## src/rtl/core/mismatch_position_list_update_assert.svh

```systemverilog
// ----------------------------------------------------------------------------
// Mismatch position list update - assertion macros
// Implication checks on the rising clock edge, switched off by NO_ASSERTIONS.
// ----------------------------------------------------------------------------
`ifndef MISMATCH_POSITION_LIST_UPDATE_ASSERT_SVH
`define MISMATCH_POSITION_LIST_UPDATE_ASSERT_SVH
`ifndef NO_ASSERTIONS
`define MPLU_ASSERT_IMPLY(label, clk, rst_n, ante, cons, msg) \
	label: assert property (@(posedge clk) disable iff (!rst_n) (ante) |-> (cons)) \
		else $error(msg);
`define MPLU_ASSERT_NEXT(label, clk, rst_n, ante, cons, msg) \
	label: assert property (@(posedge clk) disable iff (!rst_n) (ante) |=> (cons)) \
		else $error(msg);
`else
`define MPLU_ASSERT_IMPLY(label, clk, rst_n, ante, cons, msg)
`define MPLU_ASSERT_NEXT(label, clk, rst_n, ante, cons, msg)
`endif
`endif

```

## src/rtl/core/mplu_pkg.sv

```systemverilog
// ----------------------------------------------------------------------------
// Mismatch position list update - package
// Shared constants, register codes and the control word passed along cells.
// ----------------------------------------------------------------------------
`default_nettype none

package mplu_pkg;

	localparam int MAX_SLOTS_DEF    = 8;
	localparam int BITMAP_WIDTH_DEF = 64;

	localparam int SLOT_W   = 4;
	localparam int KMER_W   = 7;
	localparam int FIELD_W  = 64;

	localparam logic [SLOT_W-1:0] SLOT_COUNT_RST  = 4'd3;
	localparam logic [KMER_W-1:0] KMER_LENGTH_RST = 7'd32;

	localparam logic [7:0] FLAG_BYTE = 8'hFF;

	typedef enum logic {
		REG_SLOT_COUNT  = 1'b0,
		REG_KMER_LENGTH = 1'b1
	} mplu_reg_t;

	typedef struct packed {
		logic valid;
		logic rev;
		logic mode;
	} mplu_ctrl_t;

endpackage

`default_nettype wire

```

## src/rtl/core/mplu_extract_cell.sv

```systemverilog
// ----------------------------------------------------------------------------
// Mismatch position list update - extraction cell
// Takes the lowest set bit of the remaining bitmap, writes its position into
// one slot of the fresh list and hands the rest on to the next cell.
// ----------------------------------------------------------------------------
`default_nettype none

module mplu_extract_cell #(
	parameter int SLOT         = 0,
	parameter int MAX_SLOTS    = mplu_pkg::MAX_SLOTS_DEF,
	parameter int BITMAP_WIDTH = mplu_pkg::BITMAP_WIDTH_DEF
) (
	input  wire                             clk,
	input  wire                             arst_n,
	input  wire  [mplu_pkg::KMER_W-1:0]     kmer_len,
	input  wire  mplu_pkg::mplu_ctrl_t      in_ctrl,
	input  wire  [BITMAP_WIDTH-1:0]         in_bits,
	input  wire  [8*MAX_SLOTS-1:0]          in_fresh,
	input  wire  [8*MAX_SLOTS-1:0]          in_stored,
	output logic                            in_ready,
	output mplu_pkg::mplu_ctrl_t            out_ctrl,
	output logic [BITMAP_WIDTH-1:0]         out_bits,
	output logic [8*MAX_SLOTS-1:0]          out_fresh,
	output logic [8*MAX_SLOTS-1:0]          out_stored,
	input  wire                             out_ready
);

	localparam int LW = 8 * MAX_SLOTS;
	localparam int IW = $clog2(BITMAP_WIDTH);

	mplu_pkg::mplu_ctrl_t ctrl_s1;
	logic [BITMAP_WIDTH-1:0] bits_s1;
	logic [LW-1:0]           fresh_s1;
	logic [LW-1:0]           stored_s1;

	logic [BITMAP_WIDTH-1:0] lowest;
	logic [IW-1:0]           idx;
	logic [7:0]              pos;
	logic [BITMAP_WIDTH-1:0] bits_nx;
	logic [LW-1:0]           fresh_nx;

	assign in_ready = !ctrl_s1.valid || out_ready;

	// isolate the lowest set bit, then encode it
	always_comb begin
		lowest = in_bits & (~in_bits + BITMAP_WIDTH'(1));
		idx    = '0;
		for (int b = 0; b < BITMAP_WIDTH; b++) begin
			if (lowest[b]) begin
				idx = idx | IW'(b);
			end
		end
		if (in_ctrl.rev) begin
			pos = 8'(kmer_len) - 8'(idx);
		end else begin
			pos = 8'(idx) + 8'd1;
		end
		bits_nx  = in_bits & ~lowest;
		fresh_nx = in_fresh;
		if (|in_bits) begin
			fresh_nx[SLOT*8 +: 8] = pos;
		end
	end

	always_ff @(posedge clk or negedge arst_n) begin
		if (!arst_n) begin
			ctrl_s1 <= '0;
		end else if (in_ready) begin
			ctrl_s1 <= in_ctrl;
		end
	end

	always_ff @(posedge clk) begin
		if (in_ready && in_ctrl.valid) begin
			bits_s1   <= bits_nx;
			fresh_s1  <= fresh_nx;
			stored_s1 <= in_stored;
		end
	end

	assign out_ctrl   = ctrl_s1;
	assign out_bits   = bits_s1;
	assign out_fresh  = fresh_s1;
	assign out_stored = stored_s1;

endmodule

`default_nettype wire

```

## src/rtl/core/mplu_merge_cell.sv

```systemverilog
// ----------------------------------------------------------------------------
// Mismatch position list update - merge cell
// One merge step: compares the heads of both lists, writes the smaller (an
// equal pair once) into its own result slot and shifts the used heads out.
// ----------------------------------------------------------------------------
`default_nettype none

module mplu_merge_cell #(
	parameter int SLOT      = 0,
	parameter int MAX_SLOTS = mplu_pkg::MAX_SLOTS_DEF
) (
	input  wire                     clk,
	input  wire                     arst_n,
	input  wire                     in_valid,
	input  wire  [8*MAX_SLOTS-1:0]  in_a,
	input  wire  [8*MAX_SLOTS-1:0]  in_b,
	input  wire  [8*MAX_SLOTS-1:0]  in_acc,
	output logic                    in_ready,
	output logic                    out_valid,
	output logic [8*MAX_SLOTS-1:0]  out_a,
	output logic [8*MAX_SLOTS-1:0]  out_b,
	output logic [8*MAX_SLOTS-1:0]  out_acc,
	input  wire                     out_ready
);

	localparam int LW = 8 * MAX_SLOTS;

	logic          valid_s1;
	logic [LW-1:0] a_s1;
	logic [LW-1:0] b_s1;
	logic [LW-1:0] acc_s1;

	logic [7:0]    head_a;
	logic [7:0]    head_b;
	logic          take_a;
	logic          take_b;
	logic [LW-1:0] a_nx;
	logic [LW-1:0] b_nx;
	logic [LW-1:0] acc_nx;

	assign in_ready = !valid_s1 || out_ready;

	// a zero head marks an empty list; nothing is written when both are empty
	always_comb begin
		head_a = in_a[7:0];
		head_b = in_b[7:0];
		take_a = (head_a != 8'd0) && ((head_b == 8'd0) || (head_a <= head_b));
		take_b = (head_b != 8'd0) && ((head_a == 8'd0) || (head_b <= head_a));
		a_nx   = take_a ? (in_a >> 8) : in_a;
		b_nx   = take_b ? (in_b >> 8) : in_b;
		acc_nx = in_acc;
		if (take_a) begin
			acc_nx[SLOT*8 +: 8] = head_a;
		end else if (take_b) begin
			acc_nx[SLOT*8 +: 8] = head_b;
		end
	end

	always_ff @(posedge clk or negedge arst_n) begin
		if (!arst_n) begin
			valid_s1 <= 1'b0;
		end else if (in_ready) begin
			valid_s1 <= in_valid;
		end
	end

	always_ff @(posedge clk) begin
		if (in_ready && in_valid) begin
			a_s1   <= a_nx;
			b_s1   <= b_nx;
			acc_s1 <= acc_nx;
		end
	end

	assign out_valid = valid_s1;
	assign out_a     = a_s1;
	assign out_b     = b_s1;
	assign out_acc   = acc_s1;

endmodule

`default_nettype wire

```

## src/rtl/core/mismatch_position_list_update.sv

```systemverilog
// ----------------------------------------------------------------------------
// Mismatch position list update - top level
// Turns a mismatch bitmap into a list of 1-based positions and either
// replaces or merges a stored position list with it.
// ----------------------------------------------------------------------------
// Use:
//  - Input items arrive on s_tvalid/s_tready: the bitmap and the stored list
//    in s_tdata, the mode and reverse flags in s_tuser. Results leave on
//    m_tvalid/m_tready: the new list in m_tdata, the overflow flag in m_tuser.
//  - slot_count and kmer_length sit on the APB port; write them only while
//    no item is in flight.
//  - Between acceptance and m_tvalid an item passes an input register,
//    MAX_SLOTS extraction cells (one set bit each), a join stage,
//    MAX_SLOTS merge cells (one merge step each) and the output register.
//  - Throughput is one item per cycle while m_tready does not hold it back;
//    each cell works in front of its register; the handshake sets the rate.
//  - Each stage has its own valid bit and loads whenever it is empty or its
//    successor moves, so a stalled receiver only stops items once the chain
//    has filled up; bubbles are squeezed out.
//  - Reset clears all valid bits and sets slot_count to 3, kmer_length to 32.
// ----------------------------------------------------------------------------
`default_nettype none

`include "mismatch_position_list_update_assert.svh"

module mismatch_position_list_update #(
	parameter int MAX_SLOTS    = mplu_pkg::MAX_SLOTS_DEF,
	parameter int BITMAP_WIDTH = mplu_pkg::BITMAP_WIDTH_DEF
) (
	input  wire          clk,
	input  wire          arst_n,

	input  wire          psel,
	input  wire          penable,
	input  wire          pwrite,
	input  wire  [2:0]   paddr,
	input  wire  [31:0]  pwdata,
	output logic [31:0]  prdata,
	output logic         pready,

	input  wire          s_tvalid,
	output logic         s_tready,
	input  wire  [127:0] s_tdata,   // [63:0] hit_bitmap, [127:64] stored_list
	input  wire  [1:0]   s_tuser,   // [0] mode, [1] reversed

	output logic         m_tvalid,
	input  wire          m_tready,
	output logic [63:0]  m_tdata,   // [63:0] new_list
	output logic [0:0]   m_tuser    // [0] overflowed
);

	localparam int LW = 8 * MAX_SLOTS;
	localparam int SW = mplu_pkg::SLOT_W;
	localparam int KW = mplu_pkg::KMER_W;

	// ---------------- configuration ----------------
	logic [SW-1:0] slot_count_q;
	logic [KW-1:0] kmer_length_q;
	logic [SW-1:0] n_used;
	logic [KW-1:0] kmer_len;

	assign pready = 1'b1;

	always_ff @(posedge clk or negedge arst_n) begin
		if (!arst_n) begin
			slot_count_q  <= mplu_pkg::SLOT_COUNT_RST;
			kmer_length_q <= mplu_pkg::KMER_LENGTH_RST;
		end else if (psel && penable && pwrite && pready) begin
			unique case (mplu_pkg::mplu_reg_t'(paddr[2]))
				mplu_pkg::REG_SLOT_COUNT:  slot_count_q  <= pwdata[SW-1:0];
				mplu_pkg::REG_KMER_LENGTH: kmer_length_q <= pwdata[KW-1:0];
			endcase
		end
	end

	always_comb begin
		prdata = '0;
		if (paddr[1:0] == 2'b00) begin
			unique case (mplu_pkg::mplu_reg_t'(paddr[2]))
				mplu_pkg::REG_SLOT_COUNT:  prdata = 32'(slot_count_q);
				mplu_pkg::REG_KMER_LENGTH: prdata = 32'(kmer_length_q);
			endcase
		end
	end

	always_comb begin
		if (slot_count_q == '0) begin
			n_used = SW'(1);
		end else if (slot_count_q > SW'(MAX_SLOTS)) begin
			n_used = SW'(MAX_SLOTS);
		end else begin
			n_used = slot_count_q;
		end
		if (kmer_length_q > KW'(BITMAP_WIDTH)) begin
			kmer_len = KW'(BITMAP_WIDTH);
		end else begin
			kmer_len = kmer_length_q;
		end
	end

	// ---------------- input register ----------------
	mplu_pkg::mplu_ctrl_t    in_ctrl_s1;
	logic [BITMAP_WIDTH-1:0] in_bits_s1;
	logic [LW-1:0]           in_stored_s1;
	logic [BITMAP_WIDTH-1:0] hit_masked;

	mplu_pkg::mplu_ctrl_t    e_ctrl   [MAX_SLOTS+1];
	logic [BITMAP_WIDTH-1:0] e_bits   [MAX_SLOTS+1];
	logic [LW-1:0]           e_fresh  [MAX_SLOTS+1];
	logic [LW-1:0]           e_stored [MAX_SLOTS+1];
	logic                    e_ready  [MAX_SLOTS+1];

	// bits at or above the k-mer length are never scanned
	always_comb begin
		for (int i = 0; i < BITMAP_WIDTH; i++) begin
			hit_masked[i] = s_tdata[i] & (KW'(i) < kmer_len);
		end
	end

	assign s_tready = !in_ctrl_s1.valid || e_ready[0];

	always_ff @(posedge clk or negedge arst_n) begin
		if (!arst_n) begin
			in_ctrl_s1 <= '0;
		end else if (s_tready) begin
			in_ctrl_s1.valid <= s_tvalid;
			in_ctrl_s1.mode  <= s_tuser[0];
			in_ctrl_s1.rev   <= s_tuser[1];
		end
	end

	always_ff @(posedge clk) begin
		if (s_tready && s_tvalid) begin
			in_bits_s1   <= hit_masked;
			in_stored_s1 <= s_tdata[64 +: LW];
		end
	end

	assign e_ctrl[0]   = in_ctrl_s1;
	assign e_bits[0]   = in_bits_s1;
	assign e_fresh[0]  = '0;
	assign e_stored[0] = in_stored_s1;

	// ---------------- extraction chain ----------------
	for (genvar k = 0; k < MAX_SLOTS; k++) begin : g_extract
		mplu_extract_cell #(
			.SLOT         (k),
			.MAX_SLOTS    (MAX_SLOTS),
			.BITMAP_WIDTH (BITMAP_WIDTH)
		) u_cell (
			.clk        (clk),
			.arst_n     (arst_n),
			.kmer_len   (kmer_len),
			.in_ctrl    (e_ctrl[k]),
			.in_bits    (e_bits[k]),
			.in_fresh   (e_fresh[k]),
			.in_stored  (e_stored[k]),
			.in_ready   (e_ready[k]),
			.out_ctrl   (e_ctrl[k+1]),
			.out_bits   (e_bits[k+1]),
			.out_fresh  (e_fresh[k+1]),
			.out_stored (e_stored[k+1]),
			.out_ready  (e_ready[k+1])
		);
	end

	// ---------------- join stage ----------------
	logic          mid_v_s2;
	logic [LW-1:0] mid_a_s2;
	logic [LW-1:0] mid_b_s2;
	logic [LW-1:0] mid_acc_s2;

	logic [7:0]    fresh_at_n;
	logic          fresh_ov;
	logic [LW-1:0] fresh_list;
	logic [LW-1:0] stored_trunc;
	logic [LW-1:0] stored_used;
	logic          run;
	logic          pass;
	logic [LW-1:0] mid_a_nx;
	logic [LW-1:0] mid_b_nx;
	logic [LW-1:0] mid_acc_nx;

	logic          mg_v   [MAX_SLOTS+1];
	logic [LW-1:0] mg_a   [MAX_SLOTS+1];
	logic [LW-1:0] mg_b   [MAX_SLOTS+1];
	logic [LW-1:0] mg_acc [MAX_SLOTS+1];
	logic          mg_rdy [MAX_SLOTS+1];

	// Overflow of the fresh list: more positions found than there are slots.
	// In merge mode a flagged stored list passes through; replace mode merges into nothing.
	always_comb begin
		fresh_at_n = 8'd0;
		for (int s = 0; s < MAX_SLOTS; s++) begin
			if (SW'(s) == n_used) begin
				fresh_at_n = e_fresh[MAX_SLOTS][s*8 +: 8];
			end
		end
		if (n_used < SW'(MAX_SLOTS)) begin
			fresh_ov = (fresh_at_n != 8'd0);
		end else begin
			fresh_ov = |e_bits[MAX_SLOTS];
		end
		run = 1'b1;
		for (int s = 0; s < MAX_SLOTS; s++) begin
			if (SW'(s) < n_used) begin
				fresh_list[s*8 +: 8]  = fresh_ov ? mplu_pkg::FLAG_BYTE
				                                 : e_fresh[MAX_SLOTS][s*8 +: 8];
				stored_used[s*8 +: 8] = e_stored[MAX_SLOTS][s*8 +: 8];
			end else begin
				fresh_list[s*8 +: 8]  = 8'd0;
				stored_used[s*8 +: 8] = 8'd0;
			end
			run = run & (stored_used[s*8 +: 8] != 8'd0);
			stored_trunc[s*8 +: 8] = run ? stored_used[s*8 +: 8] : 8'd0;
		end
		pass = e_ctrl[MAX_SLOTS].mode && (stored_used[7:0] == mplu_pkg::FLAG_BYTE);
		mid_a_nx   = (e_ctrl[MAX_SLOTS].mode && !pass) ? stored_trunc : '0;
		mid_b_nx   = pass ? '0 : fresh_list;
		mid_acc_nx = pass ? stored_used : '0;
	end

	assign e_ready[MAX_SLOTS] = !mid_v_s2 || mg_rdy[0];

	always_ff @(posedge clk or negedge arst_n) begin
		if (!arst_n) begin
			mid_v_s2 <= 1'b0;
		end else if (e_ready[MAX_SLOTS]) begin
			mid_v_s2 <= e_ctrl[MAX_SLOTS].valid;
		end
	end

	always_ff @(posedge clk) begin
		if (e_ready[MAX_SLOTS] && e_ctrl[MAX_SLOTS].valid) begin
			mid_a_s2   <= mid_a_nx;
			mid_b_s2   <= mid_b_nx;
			mid_acc_s2 <= mid_acc_nx;
		end
	end

	assign mg_v[0]   = mid_v_s2;
	assign mg_a[0]   = mid_a_s2;
	assign mg_b[0]   = mid_b_s2;
	assign mg_acc[0] = mid_acc_s2;

	// ---------------- merge chain ----------------
	for (genvar k = 0; k < MAX_SLOTS; k++) begin : g_merge
		mplu_merge_cell #(
			.SLOT      (k),
			.MAX_SLOTS (MAX_SLOTS)
		) u_cell (
			.clk       (clk),
			.arst_n    (arst_n),
			.in_valid  (mg_v[k]),
			.in_a      (mg_a[k]),
			.in_b      (mg_b[k]),
			.in_acc    (mg_acc[k]),
			.in_ready  (mg_rdy[k]),
			.out_valid (mg_v[k+1]),
			.out_a     (mg_a[k+1]),
			.out_b     (mg_b[k+1]),
			.out_acc   (mg_acc[k+1]),
			.out_ready (mg_rdy[k+1])
		);
	end

	// ---------------- output register ----------------
	logic          out_v_s3;
	logic [LW-1:0] out_list_s3;
	logic          out_flag_s3;

	logic [7:0]    acc_at_n;
	logic          merge_ov;
	logic [LW-1:0] out_list_nx;
	logic          out_flag_nx;
	logic [63:0]   used_mask;

	// more merged entries than slots shows up as a write into slot n, or, with all slots used, as a head left over
	always_comb begin
		acc_at_n  = 8'd0;
		used_mask = '0;
		for (int s = 0; s < MAX_SLOTS; s++) begin
			if (SW'(s) == n_used) begin
				acc_at_n = mg_acc[MAX_SLOTS][s*8 +: 8];
			end
		end
		if (n_used < SW'(MAX_SLOTS)) begin
			merge_ov = (acc_at_n != 8'd0);
		end else begin
			merge_ov = (mg_a[MAX_SLOTS][7:0] != 8'd0) || (mg_b[MAX_SLOTS][7:0] != 8'd0);
		end
		out_flag_nx = 1'b1;
		for (int s = 0; s < MAX_SLOTS; s++) begin
			if (SW'(s) < n_used) begin
				out_list_nx[s*8 +: 8] = merge_ov ? mplu_pkg::FLAG_BYTE
				                                 : mg_acc[MAX_SLOTS][s*8 +: 8];
				out_flag_nx = out_flag_nx & (out_list_nx[s*8 +: 8] == mplu_pkg::FLAG_BYTE);
				used_mask[s*8 +: 8] = 8'hFF;
			end else begin
				out_list_nx[s*8 +: 8] = 8'd0;
			end
		end
	end

	assign mg_rdy[MAX_SLOTS] = !out_v_s3 || m_tready;

	always_ff @(posedge clk or negedge arst_n) begin
		if (!arst_n) begin
			out_v_s3 <= 1'b0;
		end else if (mg_rdy[MAX_SLOTS]) begin
			out_v_s3 <= mg_v[MAX_SLOTS];
		end
	end

	always_ff @(posedge clk) begin
		if (mg_rdy[MAX_SLOTS] && mg_v[MAX_SLOTS]) begin
			out_list_s3 <= out_list_nx;
			out_flag_s3 <= out_flag_nx;
		end
	end

	assign m_tvalid   = out_v_s3;
	assign m_tdata    = 64'(out_list_s3);
	assign m_tuser[0] = out_flag_s3;

	// ---------------- checks ----------------
	`MPLU_ASSERT_IMPLY(a_ready_when_drained, clk, arst_n, !m_tvalid, s_tready, "input stalled with empty output register")
	`MPLU_ASSERT_NEXT(a_item_captured, clk, arst_n, s_tvalid && s_tready, in_ctrl_s1.valid, "accepted item not captured")
	`MPLU_ASSERT_IMPLY(a_flag_slot0, clk, arst_n, m_tvalid && m_tuser[0], m_tdata[7:0] == mplu_pkg::FLAG_BYTE, "overflow flag without flagged slot 0")
	`MPLU_ASSERT_IMPLY(a_unused_slots_zero, clk, arst_n, m_tvalid, (m_tdata & ~used_mask) == 64'd0, "unused slots not zero")

endmodule

`default_nettype wire
```

## config.mk

```make
export PLATFORM = sky130hd
export DESIGN_NAME = mismatch_position_list_update
export DESIGN_NICKNAME = d
export VERILOG_FILES = /design/src/rtl/core/mplu_pkg.sv /design/src/rtl/core/mplu_extract_cell.sv /design/src/rtl/core/mplu_merge_cell.sv /design/src/rtl/core/mismatch_position_list_update.sv
export VERILOG_INCLUDE_DIRS = /design/src /design/src/rtl/core
export SDC_FILE = /design/constraint.sdc
export NUM_CORES = 2
export LEC_CHECK = 0
export BUFFER_PORTS_ARGS = -buffer_cell sky130_fd_sc_hd__buf_2
export CAP_MARGIN = 10
export CELL_PAD_IN_SITES_DETAIL_PLACEMENT = 0
export CELL_PAD_IN_SITES_GLOBAL_PLACEMENT = 1
export CORE_UTILIZATION = 50
export CTS_CLUSTER_DIAMETER = 80
export DETAILED_ROUTE_END_ITERATION = 6
export PLACE_DENSITY_LB_ADDON = 0.1
export SYNTH_ARGS = -nofsm -noshare
export SYNTH_HDL_FRONTEND = slang
export SYNTH_SLANG_ARGS = --single-unit
```

## constraint.sdc

```tcl
create_clock -name clk -period 27.4 [get_ports clk]
set_input_delay 5.48 -clock clk [delete_from_list [all_inputs] [get_ports clk]]
set_output_delay 5.48 -clock clk [all_outputs]
set_load 0.05 [all_outputs]
```

==> impl_metrics.yaml <==
outcome:
  outcome: "finished clean"
placement:
  io_buffers: 220
  dpl-instance-area_mm2: 0.121
  place_ws_ns: 12.91
  placed_cells_incl_taps: 10800
  gp_congestion: 0.897
  place_hpwl_um: 208000
synthesis:
  yosysWarnings: 0
  yosysSeqAreaShare: 0.724
  async_flop_share: 0.0168
  avgSynthCellArea_um2: 15.1
  synth_cell_types: 106
  syn_area_mm2: 0.116
  syn-instance-count: 7688
  synth-edff-count: 2749
  ys_ff_latch: 2796
  synth_flop_cell: "edfxtp_1"
sta:
  fin_crit_ns: 14.41
  relSlewSlack: 0.0843
  tns_ns: 0
  fin_ws_ns: 12.99
  timing.final.crit_share: 0.526
  holdWs_ns: 0.371
  hold_viol: 0
  worst_slew_pin_slew_ns: 1.36
  max_freq_mhz: 69.4
  skew_ns: 0.0597
  rsz0062_at_grt: "no"
  setup_viol: 0
  slew_viol_final: 0
worst_setup_path:
  endpoint_kind: "primary output"
  worst_setup_path_start_kind: "input pin"
  critPathKind: "in -> out"
  slowest_stage: "and4_1"
  cp.arrival_ns: 8.93
  max_stage_delay_ns: 0.46
  worstPathMaxFanout: 7
  cp_data_required_time_ns: 21.92
  cp_cell_sequence: "buf_2 > nor2b_1 > nand3_1 > nor2_1 > buf_4 > nand2_1 > nor3_1 > buf_4 > and4_1 > and3_1 > nand3_1 > buf_2"
route:
  num_vias: 65100
  routed_wl_um: 279000
  drc: 0
  antenna_left: 0
  via_per_inst: 5.73
  detail_route.first_pass.iterations: 5
  drt_iter0_markers: 4869
  avgRoutedWirePerCell_um: 24.6
clocking:
  cts_max_path_buffers: 4
  post-cts-setup-buffers: 0
  cts_buffers: 315
  cts_sinks: 2796
  cts-root-buf: "clkbuf_16"
  clk_pin_slew_ns: 0.06
  cts_tree: "built"
  ctsHoldBuffers: 0
  cts_resized: 0
  clk_latency_ns: 0.93
  cts_max_level: 5
die:
  io_pins: 272
  start_util: 0.503
  fp.dieH_um: 483
  dieArea_mm2: 0.233
  coreArea_mm2: 0.230
  rows: 176
  die_w_um: 483
pwr:
  ir_worst_vdd_uv: 76.2
  leakagePower_nw: 45.6
  p_per_area_mw_per_mm2: 93.2
  totalPowerFinal_mw: 12.1
global_route:
  gr-usage-met1: 0.306
  grt_pass1_wl_um: 413000
  grt_pass1_vias: 64400
  grt-ovfl-total: 0
  met3_usage: 0.0404
  grt_max_degree: 166
  grt-busiest-layer: "met2"
  antenna_found_initial: 11
  grt.total_usage: 0.237
  gr-usage-met2: 0.409
cells_and_area:
  finalNonFillerCells: 11400
  utilization: 0.567
  drive_gt1_frac: 0.172
  syn2layout_area_growth_pct: 12.6
  n_fill_cell: 18200
  post-route-cell-area_mm2: 0.130
  finalNetCount: 8395
worst_hold_path:
  hp-class: "reg -> reg"
flow_run:
  maxCapViolCount: 0
## path summary, 6_finish.rpt
path                                                              start                                               to  slack [ns]  depth (start not counted)
max                                                            m_tready                                         s_tready       12.99                         12
min                        g_extract[3].u_cell.out_stored[36]$_DFFE_PP_     g_extract[4].u_cell.out_stored[36]$_DFFE_PP_        0.37                          0
max reg2reg                  g_extract[4].u_cell.out_bits[21]$_DFFE_PP_  g_extract[5].u_cell.out_fresh[45]$_SDFFCE_PP0P_       21.85                         17
min reg2reg                g_extract[3].u_cell.out_stored[36]$_DFFE_PP_     g_extract[4].u_cell.out_stored[36]$_DFFE_PP_        0.37                          0
max in group asynchronous                                        arst_n      g_extract[6].u_cell.out_ctrl[2]$_DFFE_PN0P_       22.12                          1
min in group asynchronous                                        arst_n                     kmer_length_q[0]$_DFFE_PN0P_        4.62                          1
## synth_stat cells (25+ instances only)
cell type | number | area share
edfxtp_1 | 2749 | 0.71
nor2b_1 | 156 | 0.0084
and4_1 | 30 | 0.0023
ha_1 | 120 | 0.013
dfrtp_1 | 44 | 0.0095
buf_4 | 26 | 0.0017
inv_1 | 233 | 0.0076
and3_1 | 129 | 0.0070
xor2_1 | 29 | 0.0022
o21ai_0 | 224 | 0.0097
a21oi_1 | 236 | 0.010
or4_1 | 60 | 0.0039
nor4_1 | 218 | 0.012
nor3_1 | 202 | 0.0087
or3_1 | 43 | 0.0023
and2_1 | 193 | 0.010
a31oi_1 | 61 | 0.0033
clkbuf_1 | 177 | 0.0057
nor2_1 | 570 | 0.018
nand3_1 | 136 | 0.0059
a21o_1 | 42 | 0.0027
o21a_1 | 161 | 0.010
nand2b_1 | 67 | 0.0036
a21boi_0 | 119 | 0.0077
mux2i_1 | 46 | 0.0040
xnor2_1 | 34 | 0.0026
mux2_2 | 558 | 0.054
nand2_1 | 343 | 0.011
nand4_1 | 120 | 0.0065
buf_1 | 25 | 0.00081
o31a_1 | 49 | 0.0037
or2_2 | 48 | 0.0026
## critical path, delay by kind of cell
family	cells	cell delay [ns]
buffers and inverters	4	0.94
AND/OR/NAND/NOR	8	2.51
## cell families (layout without fill, tap and decap cells)
group / after synthesis / count (layout) / share of synthesized area
multiplexers: 604 / 604 / 0.0583
flip-flops: 2796 / 2796 / 0.724
buffers and inverters: 476 / 1093 / 0.0167
AND/OR/NAND/NOR: 2441 / 2441 / 0.114
adder cells (fa/ha/maj): 128 / 128 / 0.0144
other: 2 / 34 / 0.0000649
XOR/XNOR: 63 / 63 / 0.00477
AO/OA/AOI/OAI: 1178 / 1178 / 0.0686
## flip-flops by register name (all words and copies together), names as in the netlist, 288 cells and up
name                         flops
g_extract.u_cell.out_fresh     288
g_extract.u_cell.out_bits      476
g_extract.u_cell.out_stored    512
g_merge.u_cell.out_acc         512
g_merge.u_cell.out_a           288
g_merge.u_cell.out_b           288
## layout by cell type (no fill, tap or decap), types with 29 or more instances in the layout
cell type | Yosys | final
clkbuf_1 | 177 | 67
nand3_1 | 136 | 136
dfrtp_1 | 44 | 42
nor4_1 | 218 | 216
clkbuf_16 | 0 | 322
or3_1 | 43 | 43
mux2i_1 | 46 | 46
a21boi_0 | 119 | 118
or4_1 | 60 | 60
a21o_1 | 42 | 41
buf_2 | 6 | 219
xor2_1 | 29 | 29
a21oi_1 | 236 | 235
buf_4 | 26 | 84
clkinv_2 | 0 | 50
nand4_1 | 120 | 120
inv_1 | 233 | 233
ha_1 | 120 | 120
o21ai_0 | 224 | 224
xnor2_1 | 34 | 34
and3_1 | 129 | 129
clkinv_1 | 2 | 61
edfxtp_1 | 2749 | 2749
nand2b_1 | 67 | 67
or2_2 | 48 | 48
and2_1 | 193 | 180
a31oi_1 | 61 | 60
o21a_1 | 161 | 161
nand2_1 | 343 | 338
nor2_1 | 570 | 568
nor2b_1 | 156 | 144
o31a_1 | 49 | 49
nor3_1 | 202 | 201
and4_1 | 30 | 30
mux2_2 | 558 | 558
## power by group
part,internal (mW),total (mW),switching [mW]
Clock,2.35,3.95,1.60
Combinational,0.828,2.05,1.22
Sequential,5.68,6.14,0.457
Total,8.86,12.1,3.28
## cell type report
cell class	instances	area (um^2)	area share
repair buffers	306	1790	0.0137
flip-flops and latches	2796	83700	0.643
clock buffers	395	8390	0.0644
multi-input cells	4440	30300	0.233
inverters	236	888	0.00682
clock inverters	156	1320	0.0102
well taps	3026	3790	0.0291
diodes	8	20.0	0.000154
## routing by layer
metal	wire length (um)	part of all wire
met5	0	0
met4	8010	0.029
met3	14600	0.052
met2	141000	0.50
met1	116000	0.41
(Power assumes the default switching activity.)
